**config.mk**
```make
export PLATFORM = sky130hd
export DESIGN_NAME = sorted_min_stack_unit
export DESIGN_NICKNAME = d
export VERILOG_FILES = /design/src/hdl/sms_pkg.sv /design/src/hdl/sms_ram.sv /design/src/hdl/sorted_min_stack_unit.sv
export VERILOG_INCLUDE_DIRS = /design/src /design/src/hdl
export SDC_FILE = /design/constraint.sdc
export NUM_CORES = 1
export LEC_CHECK = 0
export BUFFER_PORTS_ARGS = -buffer_cell sky130_fd_sc_hd__buf_4
export CAP_MARGIN = 20
export CELL_PAD_IN_SITES_DETAIL_PLACEMENT = 2
export CELL_PAD_IN_SITES_GLOBAL_PLACEMENT = 2
export CORE_UTILIZATION = 25
export DETAILED_ROUTE_END_ITERATION = 10
export GPL_ROUTABILITY_DRIVEN = 0
export HOLD_SLACK_MARGIN = 0.12
export PLACE_DENSITY_LB_ADDON = 0.1
export REMOVE_ABC_BUFFERS = 1
export SYNTH_ARGS = -nofsm -noshare
export SYNTH_HDL_FRONTEND = slang
export SYNTH_SLANG_ARGS = --single-unit
export TNS_END_PERCENT = 20
```
**constraint.sdc**
```tcl
create_clock -name clk -period 7.2 [get_ports clk]
set_input_delay 1.44 -clock clk [delete_from_list [all_inputs] [get_ports clk]]
set_output_delay 1.44 -clock clk [all_outputs]
set_load 0.02 [all_outputs]
```
**src/hdl/sorted_min_stack_unit_defines.svh**
```systemverilog
// Assertion macros shared by the sorted min stack RTL.
// Included by files that carry concurrent checks; no other dependencies.
`ifndef SORTED_MIN_STACK_UNIT_DEFINES_SVH
`define SORTED_MIN_STACK_UNIT_DEFINES_SVH
`ifndef SYNTHESIS
// Implication check, sampled on the rising clock, off during reset.
`define SMS_ASSERT(label, clk, rst, prop) \
  label: assert property (@(posedge clk) disable iff (rst) prop) \
    else $error("sorted_min_stack_unit: check failed");
// Condition that must never be true.
`define SMS_NEVER(label, clk, rst, cond) \
  label: assert property (@(posedge clk) disable iff (rst) !(cond)) \
    else $error("sorted_min_stack_unit: forbidden condition seen");
`else
`define SMS_ASSERT(label, clk, rst, prop)
`define SMS_NEVER(label, clk, rst, cond)
`endif
`endif

```
**src/hdl/sms_pkg.sv**
```systemverilog
// Package for the sorted min stack: data width, depth default, codes.
// No dependencies.
`default_nettype none
package sms_pkg;
  localparam int DATA_W        = 32;
  localparam int DEFAULT_DEPTH = 16;

  // Request command codes
  localparam logic CMD_PUSH = 1'b0;
  localparam logic CMD_POP  = 1'b1;

  // Top value reported for an empty store
  localparam logic signed [DATA_W-1:0] EMPTY_TOP = -32'sd1;
endpackage
`default_nettype wire

```
**src/hdl/sms_ram.sv**
```systemverilog
// Generic single-write, single-read RAM with registered read data.
// No dependencies.
`default_nettype none
module sms_ram #(
  parameter int WIDTH = 32,
  parameter int DEPTH = 16,
  parameter int AW    = (DEPTH > 1) ? $clog2(DEPTH) : 1
) (
  input  wire logic             clk,
  input  wire logic             we,
  input  wire logic [AW-1:0]    waddr,
  input  wire logic [WIDTH-1:0] wdata,
  input  wire logic [AW-1:0]    raddr,
  output logic      [WIDTH-1:0] rdata
);
  logic [WIDTH-1:0] mem [DEPTH];

  // write port and registered read port
  always_ff @(posedge clk) begin
    if (we) begin
      mem[waddr] <= wdata;
    end
    rdata <= mem[raddr];
  end
endmodule
`default_nettype wire

```
**src/hdl/sorted_min_stack_unit.sv**
```systemverilog
// Sorted min stack: top level, sequencer and shared compare unit.
// Depends on sms_pkg, sms_ram and sorted_min_stack_unit_defines.svh.
//
// Usage: a request is taken at a rising edge with start high and busy low.
// command selects push (push_value is inserted in order) or pop (the
// smallest value is removed; a pop on an empty store is ignored).
// Every request yields one result: done is high for exactly one cycle and
// top_value, is_empty and overflow are valid in that cycle. top_value is
// the smallest stored value, or -1 when the store is empty. A push into a
// full store is dropped and flagged with overflow.
// Values live in a RAM in descending order, so the smallest sits at the
// last used address. A push into an empty or full store and a pop leaving
// zero entries finish straight from idle; any other pop takes the new top
// (prefetched from RAM while idle) in ST_POPRD; any other push compares the
// stored values from the top down in ST_CMP, moving each one smaller than
// push_value up one address per cycle through the one RAM port pair and
// the one signed comparator, then stores it (in ST_PLACE if all were smaller).
// busy stays high until the done cycle, in which a new request may be taken.
// Reset empties the store. Results cannot be stalled.
`default_nettype none
`include "sorted_min_stack_unit_defines.svh"
module sorted_min_stack_unit
  import sms_pkg::*;
#(
  parameter int DEPTH = DEFAULT_DEPTH
) (
  input  wire logic                     clk,
  input  wire logic                     rst,
  input  wire logic                     start,
  output logic                          busy,
  input  wire logic                     command,
  input  wire logic signed [DATA_W-1:0] push_value,
  output logic                          done,
  output logic signed [DATA_W-1:0]      top_value,
  output logic                          is_empty,
  output logic                          overflow
);
  localparam int AW = (DEPTH > 1) ? $clog2(DEPTH) : 1;
  localparam int CW = $clog2(DEPTH + 1);

  typedef enum logic [3:0] {
    ST_IDLE  = 4'b0001,
    ST_CMP   = 4'b0010,
    ST_PLACE = 4'b0100,
    ST_POPRD = 4'b1000
  } state_t;

  state_t                    state, state_next;
  logic [CW-1:0]             count, count_next;
  logic [AW-1:0]             idx, idx_next;
  logic signed [DATA_W-1:0]  val, val_next;
  logic signed [DATA_W-1:0]  top_reg, top_reg_next;
  logic                      done_next, is_empty_next, overflow_next;
  logic signed [DATA_W-1:0]  top_value_next;

  logic                      accept;
  logic [CW-1:0]             cnt_m1, cnt_m2;
  logic                      ram_we;
  logic [AW-1:0]             ram_waddr, ram_raddr;
  logic [DATA_W-1:0]         ram_wdata, ram_rdata;
  logic signed [DATA_W-1:0]  rd_val;
  logic                      rd_less;

  sms_ram #(
    .WIDTH(DATA_W),
    .DEPTH(DEPTH),
    .AW   (AW)
  ) u_ram (
    .clk  (clk),
    .we   (ram_we),
    .waddr(ram_waddr),
    .wdata(ram_wdata),
    .raddr(ram_raddr),
    .rdata(ram_rdata)
  );

  assign busy    = (state != ST_IDLE);
  assign accept  = start && !busy;
  assign cnt_m1  = count - CW'(1);
  assign cnt_m2  = count - CW'(2);
  assign rd_val  = $signed(ram_rdata);
  // shared comparator: stored entry below the value being inserted
  assign rd_less = rd_val < val;

  // sequencer
  always_comb begin
    state_next     = state;
    count_next     = count;
    idx_next       = idx;
    val_next       = val;
    top_reg_next   = top_reg;
    done_next      = 1'b0;
    top_value_next = top_value;
    is_empty_next  = is_empty;
    overflow_next  = 1'b0;
    ram_we         = 1'b0;
    ram_waddr      = '0;
    ram_wdata      = val;
    ram_raddr      = cnt_m1[AW-1:0];

    case (state)
      ST_IDLE: begin
        // prefetch the entry the request needs first
        ram_raddr = (command == CMD_POP) ? cnt_m2[AW-1:0] : cnt_m1[AW-1:0];
        if (accept) begin
          val_next = push_value;
          if (command == CMD_PUSH) begin
            if (count == CW'(DEPTH)) begin
              done_next      = 1'b1;
              overflow_next  = 1'b1;
              top_value_next = top_reg;
              is_empty_next  = 1'b0;
            end else if (count == '0) begin
              ram_we         = 1'b1;
              ram_waddr      = '0;
              ram_wdata      = push_value;
              count_next     = CW'(1);
              top_reg_next   = push_value;
              done_next      = 1'b1;
              top_value_next = push_value;
              is_empty_next  = 1'b0;
            end else begin
              idx_next   = cnt_m1[AW-1:0];
              state_next = ST_CMP;
            end
          end else begin
            if (count == '0) begin
              done_next      = 1'b1;
              top_value_next = EMPTY_TOP;
              is_empty_next  = 1'b1;
            end else if (count == CW'(1)) begin
              count_next     = '0;
              done_next      = 1'b1;
              top_value_next = EMPTY_TOP;
              is_empty_next  = 1'b1;
            end else begin
              count_next = cnt_m1;
              state_next = ST_POPRD;
            end
          end
        end
      end
      ST_CMP: begin
        // one entry per cycle: move it up or drop the value above it
        ram_we    = 1'b1;
        ram_waddr = idx + AW'(1);
        ram_raddr = idx - AW'(1);
        if (rd_less) begin
          ram_wdata = ram_rdata;
          if (idx == '0) begin
            state_next = ST_PLACE;
          end else begin
            idx_next = idx - AW'(1);
          end
        end else begin
          ram_wdata     = val;
          count_next    = count + CW'(1);
          done_next     = 1'b1;
          is_empty_next = 1'b0;
          state_next    = ST_IDLE;
          // lands above the old top slot: it is the new minimum
          if ((CW'(idx) + CW'(1)) == count) begin
            top_reg_next   = val;
            top_value_next = val;
          end else begin
            top_value_next = top_reg;
          end
        end
      end
      ST_PLACE: begin
        // every stored entry was smaller: value goes to the bottom
        ram_we         = 1'b1;
        ram_waddr      = '0;
        ram_wdata      = val;
        count_next     = count + CW'(1);
        done_next      = 1'b1;
        top_value_next = top_reg;
        is_empty_next  = 1'b0;
        state_next     = ST_IDLE;
      end
      ST_POPRD: begin
        // new top arrives from the prefetch
        top_reg_next   = rd_val;
        done_next      = 1'b1;
        top_value_next = rd_val;
        is_empty_next  = 1'b0;
        state_next     = ST_IDLE;
      end
      default: begin
        state_next = ST_IDLE;
      end
    endcase
  end

  // control registers
  always_ff @(posedge clk) begin
    if (rst) begin
      state    <= ST_IDLE;
      count    <= '0;
      done     <= 1'b0;
      overflow <= 1'b0;
    end else begin
      state    <= state_next;
      count    <= count_next;
      done     <= done_next;
      overflow <= overflow_next;
    end
  end

  // payload registers
  always_ff @(posedge clk) begin
    idx       <= idx_next;
    val       <= val_next;
    top_reg   <= top_reg_next;
    top_value <= top_value_next;
    is_empty  <= is_empty_next;
  end

  // checks
  `SMS_NEVER(a_done_while_busy, clk, rst, done && busy)
  `SMS_NEVER(a_count_range, clk, rst, count > CW'(DEPTH))
  `SMS_ASSERT(a_empty_top, clk, rst, (done && is_empty) |-> (top_value == EMPTY_TOP))
  `SMS_ASSERT(a_ovf_full, clk, rst, (done && overflow) |-> (count == CW'(DEPTH)))
  `SMS_ASSERT(a_full_push, clk, rst,
    (accept && (command == CMD_PUSH) && (count == CW'(DEPTH))) |=> (done && overflow))
endmodule
`default_nettype wire
```
# Word level (Yosys, flattened, before mapping)
# Memories as Yosys holds them, arrays and structs flattened. A register that Yosys moved wholly into a read port is not among the register bits.
# Index checks and enable logic that the tools add are counted.
# Widths: inputs -> output; s select.
dict set report word_totals {
  ff_bits 112
  mem_bits_rw 512
  in_bits 36
  output_inout_bits 36
  word_cells 130
  n_memories 1
}
# memory words word_bits rd rd_clocked_by_memory_dff write_ports line
set memory_table {}
lappend memory_table {u_ram.mem 16 32 1 1 1 sms_ram.sv:16} ;# logic [WIDTH-1:0] mem [DEPTH];
dict set report op_classes {
  addsub 6
  n_lt_le_gt_ge 1
  n_eq_ne 23
  n_mux 69
  bitwise_logic 2
  reduce_logical 19
}
# operator count
set op_table {}
lappend op_table {{$mux 32} 16}
lappend op_table {{$pmux 32 s4} 1}
lappend op_table {{$pmux 32 s3} 1}
lappend op_table {{$mux 4} 16}
lappend op_table {{$pmux 32 s2} 1}
lappend op_table {{$mux 5} 7}
lappend op_table {{$lt 32x32->1} 1}
lappend op_table {{$pmux 4 s2} 3}
lappend op_table {{$mux 1} 20}
lappend op_table {{$ne 2x2->1 const B} 8}
lappend op_table {{$ne 3x3->1 const B} 5}
lappend op_table {{$pmux 5 s3} 1}
lappend op_table {{$reduce_and 5->1} 3}
lappend op_table {{$reduce_and 6->1} 2}
lappend op_table {{$reduce_bool 3->1} 3}
lappend op_table {{$ne 4x4->1 const B} 2}
lappend op_table {{$reduce_and 7->1} 1}
lappend op_table {{$pmux 1 s3} 2}
lappend op_table {{$add 4x1->5 const B} 1}
lappend op_table {{$add 5x1->5 const B} 1}
lappend op_table {{$eq 5x1->1 const B} 1}
lappend op_table {{$eq 5x5->1} 1}
lappend op_table {{$eq 5x5->1 const B} 1}
lappend op_table {{$logic_not 5->1} 1}
lappend op_table {{other kinds (19)} 21}

# Depth between registers and ports, before layout
# Gate-level depths: netlist of the first run.
dict set report logic_depth {
  ltp_word 8
  mapped_depth 13
  ltp_nobuf 9
}

# Cells and area by module
# From an unflattened synthesis of the first run, not the netlist that was laid out.
dict set report hier_totals {
  cells_unflattened 1719
  hier_area_um2 28133.2
}
# mod instances cells_each area_each_um2 seq_area_each_um2
set by_module_without_submodules {}
lappend by_module_without_submodules {sms_ram 1 838 19835.3 16015.4}
lappend by_module_without_submodules {sorted_min_stack_unit 1 881 8298.0 3253.1}

# Worst setup path before layout of the first run
# OpenSTA, ideal clock, no wires.
dict set report synth_timing {
  path_kind {flip-flop to flip-flop}
  startpoint {register state[2]}
  endpoint {memory u_ram.mem[8][0] (enable)}
  setup_time_ns 0.502
  t_arrival_ns 4.687
  required_ns 6.698
  setup_slack_ns 2.012
  stages_incl_launch_ff 7
  n_path_buf 4
  period_less_slack_ns 5.188
  cell_sequence {dfxtp_1 clkbuf_2 or4b_1 clkbuf_1 clkbuf_1 clkbuf_1 nor4_1}
}
dict set report synth_between {
  elab_chain_cells 7
  word_cells_on_any_way 12
  cone_classes {4 x eq/ne; 5 x mux; 3 x reduce/logical}
}
# element line
set synth_lines {}
lappend synth_lines {{start, declared} sorted_min_stack_unit.sv:48} ;# state_t state, state_next;
lappend synth_lines {{start signal, assigned} sorted_min_stack_unit.sv:203} ;# state <= state_next;
lappend synth_lines {{$ne 4x1->1} sorted_min_stack_unit.sv:77} ;# assign busy = (state != ST_IDLE);
lappend synth_lines {{$logic_not 1->1} sorted_min_stack_unit.sv:78} ;# assign accept = start && !busy;
lappend synth_lines {{$logic_and 1x1->1} sorted_min_stack_unit.sv:78}
lappend synth_lines {{$mux 1} sorted_min_stack_unit.sv:105} ;# if (accept) begin
lappend synth_lines {{$pmux 1 s2} sorted_min_stack_unit.sv:101} ;# case (state)
lappend synth_lines {{$mux 1} sms_ram.sv:20} ;# if (we) begin
lappend synth_lines {{$mux 1 (not written as such)} sms_ram.sv:21} ;# mem[waddr] <= wdata;
lappend synth_lines {{end, declared} sms_ram.sv:16}
# Parallel ways exist; a longest one is shown, timed or not.

# Worst setup path in the final report of the first run
dict set report layout_timing {
  startpoint {register state[1]}
  endpoint {register u_ram.rdata[8], read port of u_ram.mem}
}
dict set report layout_between {
  elab_chain_cells 2
  word_cells_on_any_way 3
  cone_classes {2 x eq/ne; 1 x mux}
}
# element line
set layout_lines {}
lappend layout_lines {{$eq 4x2->1 / $eq 4x1->1 (equally long branches)} sorted_min_stack_unit.sv:101}
lappend layout_lines {{$pmux 4 s2 *} sorted_min_stack_unit.sv:101}
lappend layout_lines {{end, declared} sms_ram.sv:14} ;# output logic [WIDTH-1:0] rdata
# Mark *: on every way between the ends. The rest lies on a longest branch, timed or not.
# A chain may end at the register's enable or synchronous reset.

==> run_results.csv, run 1 <==
group,metric,value,unit
sta,slew_headroom,0.284,
routing,vias,20100,
routing,drcViolationCount,0,
final_layout,top_register,"u_ram.mem",
worst_hold_path,min_path_cells,4,
sta,hold_viol,0,
grt,grt_pass1_vias,21700,
grt,grt-ovfl-total,0,
synth,yosys.area.top_type,"edfxtp_1",
synth,synth_commonest_cells,"edfxtp_1 (613), nand2_1 (344), nor2_1 (257)",
power,total_leakage_power,12.2,nW
sta,setup_viol,0,
synth,ys_warn_count,0,
clock_network,tritoncts,"done",
setup_path,cp.required,7680,ps
grt,use_met2,0.334,
clock_network,root_buffer,"clkbuf_16",
synth,avgSynthCellArea,12.3,µm²
final_layout,n_fill_cell,12400,
setup_path,r2r_cells,6,
setup_path,crit_path_start_kind,"flop",
final_layout,stdcell_area,0.0343,mm²
floorplanning,die_x,344,µm
synth,synth.top_cell.area_share,0.630,
outcome,outcome,"complete, no violations",
synth,ys_seq_elements,656,
synth,ys_async_sr_fraction,0,
clock_network,ctsLongestPathBuffers,3,
setup_path,cp-end-kind,"flop",
routing,drt-vias-per-instance,5.01,
synth,ys_seq_area_frac,0.660,
synth,synth_area_leaders,"edfxtp_1 (63%), nand2_1 (4.4%), mux2i_1 (4.4%)",
final_layout,drive_gt1_frac,0.118,
floorplanning,rows,125,
clock_network,cts_max_level,3,
grt,antenna_found_initial,2,
grt,grt_pass1_wl,163000,µm
clock_network,numCtsBuffers,83,
placement,pre_cts_slack,2590,ps
synth,synth_most_common_cell,"edfxtp_1",
grt,grt_use_met3,0.0233,
sta,tightest_slew,1070,ps
final_layout,largest_register_ffs,512,
floorplanning,core,0.116,mm²
clock_network,cts_sinks,656,
placement,numPortBuffers,71,
floorplanning,start_util,0.252,
synth,synth_area,0.0292,mm²
grt,grt_max_degree,153,
sta,rsz0062_at_grt,"no",
final_layout,area_delta_synth_final,17.4,%
clock_network,clk_pin_slew,60,ps
sta,max_freq,221,MHz
floorplanning,die_y,344,µm
power,ir_drop,0.000553,V
placement,dp_hpwl,63400,µm
grt,grt_util_met1,0.261,
sta,worst_clock_skew,40.8,ps
placement,placed_area,0.0315,mm²
routing,drt_iter0_drc,1208,
final_layout,final_util,0.295,
sta,holdWs,629,ps
setup_path,path_max_fanout,152,
synth,ys_types,66,
sta,layout_worst_path_cycle_share,0.627,
routing,drtPass1Iterations,5,
grt,gr-max-usage-layer,"met2",
synth,synth-edff-count,613,
power,powerDensity,512,mW/mm²
clock_network,clk_latency,660,ps
sta,final.min_clock_period,4520,ps
routing,wl_per_cell,28.7,µm
floorplanning,ioPinCount,72,
setup_path,crit_arrival,5000,ps
setup_path,crit_type,"reg2reg",
routing,ant_nets,0,
routing,wl,115000,µm
floorplanning,dieArea,0.118,mm²
clock_network,cts_resized,0,
worst_hold_path,hp-class,"reg2reg",
clock_network,hold_buffers,0,
synth,yosys_most_used_dff,"edfxtp_1",
final_layout,fin_nets,2504,
grt,grt_use_total,0.195,
sta,final_max_slew_viol_count,0,
run,max-cap-violations,0,
final_layout,n_antenna_cell,0,
clock_network,post_cts_buffers,0,
sta,setup_ws,2680,ps
synth,syn_inst,2382,
[cell usage in the layout, fill, tap and decap left out, types with 12 or more instances in the layout]
| cell type | n |
|---|---|
| a32oi_1 | 33 |
| and3_1 | 33 |
| nand2_1 | 342 |
| dfxtp_1 | 43 |
| edfxtp_1 | 613 |
| xnor2_1 | 12 |
| o21ai_0 | 97 |
| o21a_1 | 33 |
| mux2i_1 | 128 |
| a21oi_1 | 54 |
| o21ai_1 | 40 |
| ha_1 | 39 |
| nor3_1 | 43 |
| clkbuf_1 | 23 |
| clkbuf_16 | 86 |
| a22o_1 | 31 |
| a211oi_1 | 33 |
| nand3b_1 | 32 |
| o21bai_1 | 33 |
| nand3_1 | 132 |
| o221ai_1 | 32 |
| buf_4 | 117 |
| nor2_1 | 246 |
| inv_1 | 44 |
| a21o_1 | 33 |
[per-stage QoR]
step | power (mW) | setup TNS, ps | cells
floorplan | 10.3 | -91700 | 2221
global placement | 13.3 | 0 | 3868
detailed placement | 13.5 | 0 | 3868
CTS | 17.8 | 0 | 4019
global route | 18.5 | 0 | 4019
finish | 17.6 | 0 | 4019
[routing by layer]
| layer | part of all wire | routed length [µm] |
|---|---|---|
| met1 | 0.46 | 53600 |
| met2 | 0.49 | 56200 |
| met3 | 0.027 | 3120 |
| met4 | 0.022 | 2540 |
| met5 | 0 | 0 |
[worst max-delay path, stage by stage (launching register included)]
cell and delay [ps]:
dfxtp_1 530, or4b_2 1010, nor2_1 410, a211o_4 710, buf_12 630, o21ai_0 290, o221ai_1 470
[power by group]
| part | internal [mW] | switching [mW] |
|---|---|---|
| Sequential | 5.20 | 0.371 |
| Clock | 2.55 | 1.70 |
| Combinational | 2.19 | 5.54 |
| Total | 9.95 | 7.61 |
[logic make-up after synthesis]
group / synth area share
adder cells (fa/ha/maj): 0.0167
flip-flops: 0.660
AND/OR/NAND/NOR: 0.133
AO/OA/AOI/OAI: 0.106
buffers and inverters: 0.0347
multiplexers: 0.0444
XOR/XNOR: 0.00506
[final timing paths]
| kind | slack, ps | start | endpoint |
|---|---|---|---|
| hold / removal | 630 | u_ram.mem[15][17] | u_ram.rdata[17] |
| setup / recovery | 2680 | state[1] | u_ram.rdata[8] |
| setup reg to reg | 2680 | state[1] | u_ram.rdata[8] |
| hold reg to reg | 630 | u_ram.mem[15][17] | u_ram.rdata[17] |
[layout make-up]
| type | instances | area (µm²) | area share |
|---|---|---|---|
| timing repair buffer | 123 | 998 | 0.0291 |
| inverter | 46 | 173 | 0.00504 |
| sequential | 656 | 19300 | 0.562 |
| clock inverter | 35 | 415 | 0.0121 |
| multi-input combinational | 1519 | 9170 | 0.268 |
| tap | 1524 | 1910 | 0.0556 |
| clock buffer | 116 | 2330 | 0.0681 |
Power figures use the tool's default switching activity.
==> run 2: changes to the inputs <==
--- a/config.mk
+++ b/config.mk
@@ -6,6 +6,7 @@
 export SDC_FILE = /design/constraint.sdc
 export NUM_CORES = 1
 export LEC_CHECK = 0
+export ABC_AREA = 1
 export BUFFER_PORTS_ARGS = -buffer_cell sky130_fd_sc_hd__buf_4
 export CAP_MARGIN = 20
 export CELL_PAD_IN_SITES_DETAIL_PLACEMENT = 2
==> constraint.sdc (replaced) <==
create_clock -name clk -period 4.68 [get_ports clk]
set_input_delay 0.936 -clock clk [delete_from_list [all_inputs] [get_ports clk]]
set_output_delay 0.936 -clock clk [all_outputs]
set_load 0.02 [all_outputs]
==> run 2 against run 1 <==
Die area shrank 0.91%. Sequential share of layout area is 0.23 points higher. Final cell count grew 5.2%. Non-clock buffer count increased by 23. The flow now finishes with violations (DRC). Area after synthesis down 0.92%. Wire length is 2.3% higher. Sequential cell count unchanged.
==> run_results.csv, run 2 <==
group,metric,value,unit
grt,grt_max_degree,123,
placement,dp_hpwl,69100,µm
synth,synth.top_cell.area_share,0.636,
outcome,violations,"DRC",
setup_path,max_stage_delay,480,ps
routing,vias,20900,
synth,ys_types,43,
final_layout,n_fill_cell,12400,
clock_network,clk_latency,650,ps
sta,tightest_slew,1060,ps
final_layout,final_common_cell,"edfxtp_1",
sta,slew_headroom,0.289,
sta,worst_clock_skew,26.7,ps
setup_path,crit_type,"reg2reg",
final_layout,top_register,"u_ram.mem",
synth,synth-edff-count,613,
synth,syn_inst,2585,
final_layout,largest_register_ffs,512,
floorplanning,start_util,0.253,
synth,synth_area_leaders,"edfxtp_1 (64%), o211ai_1 (6.2%), nand2_1 (5.4%)",
final_layout,layout_common_cells,"edfxtp_1 (613), nand2_1 (412), inv_1 (309)",
placement,numPortBuffers,71,
setup_path,cp-end-kind,"flop",
synth,ys_warn_count,0,
synth,yosys.area.top_type,"edfxtp_1",
clock_network,cts_max_level,3,
setup_path,setup.worst_path.start,"val[27]",
setup_path,crit_top_cell,"nand2_1",
grt,grt_pass1_wl,167000,µm
sta,final_max_slew_viol_count,0,
sta,rsz0062_at_grt,"no",
synth,ys_seq_elements,656,
grt,grt-ovfl-total,0,
setup_path,crit_end,"u_ram.mem[9][10]",
placement,placedCellCount,4081,
floorplanning,ioPinCount,72,
routing,drcViolationCount,24,
clock_network,cts_resized,0,
grt,grt_pass1_vias,22600,
clock_network,ctsLongestPathBuffers,3,
floorplanning,die_y,342,µm
sta,setup_viol,0,
routing,ant_nets,0,
floorplanning,dieArea,0.117,mm²
grt,grt_use_total,0.201,
final_layout,area_delta_synth_final,18.0,%
floorplanning,rows,124,
final_layout,fin_nets,2727,
sta,hold_viol,0,
synth,synth_commonest_cells,"edfxtp_1 (613), nand2_1 (416), inv_1 (312)",
routing,wl_per_cell,27.9,µm
synth,synth_most_common_cell,"edfxtp_1",
worst_hold_path,hp-class,"in2reg",
clock_network,clk_pin_slew,60,ps
synth,ys_seq_area_frac,0.666,
setup_path,crit_path_start_kind,"flop",
floorplanning,core,0.115,mm²
synth,yosys_most_used_dff,"edfxtp_1",
clock_network,numCtsBuffers,81,
clock_network,cts_sinks,656,
clock_network,tritoncts,"done",
clock_network,post_cts_buffers,0,
setup_path,crit_slowest_cell,"nand3_1",
synth,ys_async_sr_fraction,0,
grt,antenna_found_initial,4,
run,max-cap-violations,0,
floorplanning,die_x,342,µm
setup_path,r2r-end,"u_ram.mem[9][10]",
routing,wl,118000,µm
setup_path,r2r_cells,15,
synth,synth_area,0.0289,mm²
clock_network,root_buffer,"clkbuf_16",
final_layout,instances_no_fill,4229,
routing,drtPass1Iterations,10,
clock_network,hold_buffers,0,
routing,drt_iter0_drc,1274,
synth,avgSynthCellArea,11.2,µm²
setup_path,r2r-start,"val[27]",
final_layout,drive_gt1_frac,0.112,
sta,final.min_clock_period,4030,ps
routing,drt-vias-per-instance,4.95,
setup_path,cp.required,4860,ps
outcome,outcome,"finished with violations",
setup_path,path_max_fanout,18,
sta,holdWs,503,ps
setup_path,critical_path.cell_chain,"inv_1, ha_1, a21oi_1, o21ai_0, nand2_1, o211ai_1, nor2_1, nand2_1, nand2_1, nand2_1, nand2_1, nand2_2, buf_12, nand2_1, nand3_1",
sta,max_freq,248,MHz
sta,layout_worst_path_cycle_share,0.862,
setup_path,crit_arrival,4210,ps
setup_path,r2r_slack,650,ps
## run 2: cell types whose count changed in the layout (fill, tap and decap cells not counted), sizes merged, moves of 33 or more
cell / previous run / this run
a21oi: 57 / 107
nand2: 344 / 418
inv: 48 / 319
a21o: 35 / 0
nor3: 52 / 106
nor2: 257 / 86
mux2i: 129 / 0
o211ai: 3 / 239
a211oi: 33 / 0
o21ai: 137 / 240
o21bai: 33 / 0
## run 2: worst min-delay path by stage
| stage | endpoint | start | cells after the start |
|---|---|---|---|
| 4_1_cts | val[23] | push_value[23] | 1 |
| 3_3_place_gp | top_value[31] | top_reg[31] | 2 |
| 5_1_grt | val[23] | push_value[23] | 1 |
| 6_report | val[18] | push_value[18] | 1 |
| 3_5_place_dp | top_value[31] | top_reg[31] | 2 |
| 2_1_floorplan | count[4] | count[4] | 2 |
## run 2: kinds of logic after synthesis
kind of cell,after synthesis,share of synthesized area
buf+inv,480,0.0654
fa+ha+maj,39,0.0169
simple gates,776,0.115
xor+xnor,3,0.000908
compound gates,631,0.136
flops,656,0.666
## run 2: metal layers
metal,global-route usage,vias to the layer above,part of all wire,routed length (µm)
li1,-,9426,-,-
met1,0.273,11000,0.47,55300
met2,0.332,343,0.47,56000
met3,0.0279,147,0.034,3960
met4,0.0598,2,0.024,2890
met5,0,-,0.000059,7
## run 2: final cells by class
| type | instances | area [µm²] | share of cell area |
|---|---|---|---|
| Inverter | 318 | 1190 | 0.0350 |
| Multi-Input combinational cell | 1449 | 7970 | 0.233 |
| Sequential cell | 656 | 19300 | 0.565 |
| Tap cell | 1512 | 1890 | 0.0554 |
| Clock buffer | 119 | 2290 | 0.0672 |
| Timing Repair Buffer | 146 | 1300 | 0.0380 |
| Clock inverter | 28 | 216 | 0.00634 |
| Antenna cell | 1 | 2.50 | 0.0000733 |
## run 2: critical path, delay by kind of cell, from the launching register on
family / cells / cell delay (ps)
compound gates: 3 / 480
flops: 1 / 430
fa+ha+maj: 1 / 250
simple gates: 9 / 1990
buf+inv: 2 / 390
## run 2: metrics by stage
stage               TNS, ps  area (µm²)  setup slack (ps)  utilization
finish                    0       34100               646        0.298
global route              0       34100               299        0.298
CTS                       0       34100               594        0.298
detailed placement        0       31600               649        0.276
global placement          0       31600               800        0.276
floorplan           -407990       28200            -10060            -
Power of run 2 is not shown: default switching activity piles up to over one toggle a cycle in this logic, so the estimate is an artifact.
==> run 3: changes to the inputs <==
--- a/config.mk
+++ b/config.mk
@@ -6,7 +6,6 @@
 export SDC_FILE = /design/constraint.sdc
 export NUM_CORES = 1
 export LEC_CHECK = 0
-export ABC_AREA = 1
 export BUFFER_PORTS_ARGS = -buffer_cell sky130_fd_sc_hd__buf_4
 export CAP_MARGIN = 20
 export CELL_PAD_IN_SITES_DETAIL_PLACEMENT = 2
==> run 3 against run 2 <==
Die area is 0.92% higher. Final cell count is 4.3% lower. The flow now finishes without violations. Register-to-register slack better by 80 ps. Sequential share of layout area is 0.74 points lower. Largest cell class unchanged. Worst setup slack improved by 84 ps. Clock skew increased by 3.2 ps. Non-clock buffer count up 5.
==> run_results.csv, run 3 (synthesis gave the netlist of run 1 again) <==
group,metric,value,unit
power,ir_drop,0.000489,V
floorplanning,core,0.116,mm²
grt,grt_use_total,0.195,
final_layout,top_register,"u_ram.mem",
setup_path,r2r_slack,730,ps
final_layout,n_antenna_cell,0,
setup_path,cp.required,4950,ps
setup_path,setup.worst_path.start,"val[7]",
final_layout,layout_common_cells,"edfxtp_1 (613), nand2_1 (342), nor2_1 (246)",
sta,tightest_slew,1040,ps
setup_path,r2r-end,"u_ram.mem[9][20]",
grt,grt_pass1_vias,22200,
routing,wl,114000,µm
power,powerDensity,787,mW/mm²
grt,grt-ovfl-total,0,
placement,pre_cts_slack,760,ps
setup_path,crit_top_cell,"o21ai_0",
clock_network,tritoncts,"done",
setup_path,r2r-start,"val[7]",
grt,grt_max_degree,80,
setup_path,path_max_fanout,16,
setup_path,cp-end-kind,"flop",
setup_path,r2r_cells,10,
sta,setup_ws,731,ps
setup_path,crit_cells,10,
setup_path,critical_path.cell_chain,"inv_1, ha_1, a21oi_1, o21ai_0, a221o_1, o21ai_0, nand2_2, buf_4, a211oi_1, nand2_1",
run,max-cap-violations,0,
final_layout,area_delta_synth_final,18.4,%
floorplanning,die_y,344,µm
clock_network,root_buffer,"clkbuf_16",
setup_path,crit_path_start_kind,"flop",
setup_path,path_buf_inv,2,
sta,hold_viol,0,
routing,drcViolationCount,0,
final_layout,final_common_cell,"edfxtp_1",
setup_path,crit_slowest_cell,"o21ai_0",
power,total_leakage_power,12.3,nW
placement,placedCellCount,3895,
setup_path,crit_family,"compound AO/OA/AOI/OAI gates",
clock_network,numCtsBuffers,82,
clock_network,post_cts_buffers,0,
clock_network,hold_buffers,0,
setup_path,crit_end,"u_ram.mem[9][20]",
routing,vias,20300,
outcome,outcome,"complete, no violations",
final_layout,instances_no_fill,4049,
sta,rsz0062_at_grt,"no",
floorplanning,start_util,0.252,
clock_network,cts_max_level,3,
routing,drt-vias-per-instance,5.00,
setup_path,crit_type,"reg2reg",
sta,slew_headroom,0.306,
clock_network,clk_latency,670,ps
floorplanning,dieArea,0.118,mm²
placement,numPortBuffers,71,
floorplanning,ioPinCount,72,
clock_network,clk_pin_slew,60,ps
setup_path,crit_arrival,4220,ps
clock_network,ctsLongestPathBuffers,3,
clock_network,cts_resized,0,
setup_path,max_stage_delay,540,ps
routing,wl_per_cell,28.2,µm
routing,drt_iter0_drc,1147,
sta,setup_viol,0,
sta,final_max_slew_viol_count,0,
grt,antenna_found_initial,2,
routing,drtPass1Iterations,5,
floorplanning,die_x,344,µm
final_layout,largest_register_ffs,512,
sta,layout_worst_path_cycle_share,0.844,
clock_network,cts_sinks,656,
worst_hold_path,hp-class,"in2reg",
sta,final.min_clock_period,3950,ps
placement,dp_hpwl,67900,µm
final_layout,fin_nets,2531,
sta,worst_clock_skew,29.9,ps
floorplanning,rows,125,
grt,grt_pass1_wl,165000,µm
routing,ant_nets,0,
sta,max_freq,253,MHz
final_layout,drive_gt1_frac,0.128,
==> run 3: cell types whose count changed in the layout (fill, tap and decap cells not counted), moves of 33 or more <==
cell      before  now
a21o_1         0   33
o21bai_1       0   33
a21oi_1      106   54
and3_1         0   33
o211ai_1     239    3
a211oi_1       0   33
o21ai_0      204   97
inv_1        309   44
nand2_1      412  342
nor3_1       103   43
nor2_1        63  246
mux2i_1        0  128
==> run 3: cell type report <==
| class | count | area [µm²] |
|---|---|---|
| repair buffers | 151 | 1420 |
| inverters | 46 | 173 |
| clock buffers | 114 | 2290 |
| flip-flops and latches | 656 | 19300 |
| fillers | 12300 | 81500 |
| well taps | 1524 | 1910 |
| clock inverters | 39 | 349 |
| multi-input cells | 1519 | 9170 |
==> run 3: worst min path at each step <==
stage | start | end | slack [ps] | cells after the start
2_1_floorplan | count[4] | count[4] | 530 | 2
3_3_place_gp | top_reg[22] | top_value[22] | 600 | 2
3_5_place_dp | u_ram.mem[14][7] | u_ram.rdata[7] | 620 | 4
4_1_cts | push_value[15] | val[15] | 450 | 1
5_1_grt | push_value[30] | val[30] | 470 | 1
6_report | push_value[15] | val[15] | 500 | 1
==> run 3: per-stage QoR <==
step	hold slack [ps]	cell area (µm²)	TNS (ps)	utilization	power, mW
2_1_floorplan	531	28400	-263490	-	14.8
3_3_place_gp	604	31900	0	0.275	20.8
3_5_place_dp	620	31900	0	0.275	21.1
4_1_cts	451	34600	0	0.298	27.6
5_1_grt	472	34600	0	0.298	28.7
6_report	504	34600	0	0.298	27.2
==> run 3: worst register-to-register path: cells and delay by family, from the launching register on <==
kind            cells  cell delay, ps
compound gates      5            1630
fa+ha+maj           1             310
buf+inv             2             430
simple gates        2             790
flops               1             410
==> run 3: power by group <==
group          switching, mW  leakage (nW)  internal (mW)  total [mW]
sequential             0.609          5.91           8.00        8.61
clock                   2.60          1.30           3.70        6.31
combinational           8.55          5.11           3.74        12.3
==> run 3: layer usage <==
| metal | track usage | part of all wire |
|---|---|---|
| met1 | 0.270 | 0.48 |
| met2 | 0.323 | 0.48 |
| met3 | 0.0230 | 0.023 |
| met4 | 0.0480 | 0.022 |
| met5 | 0 | 0 |
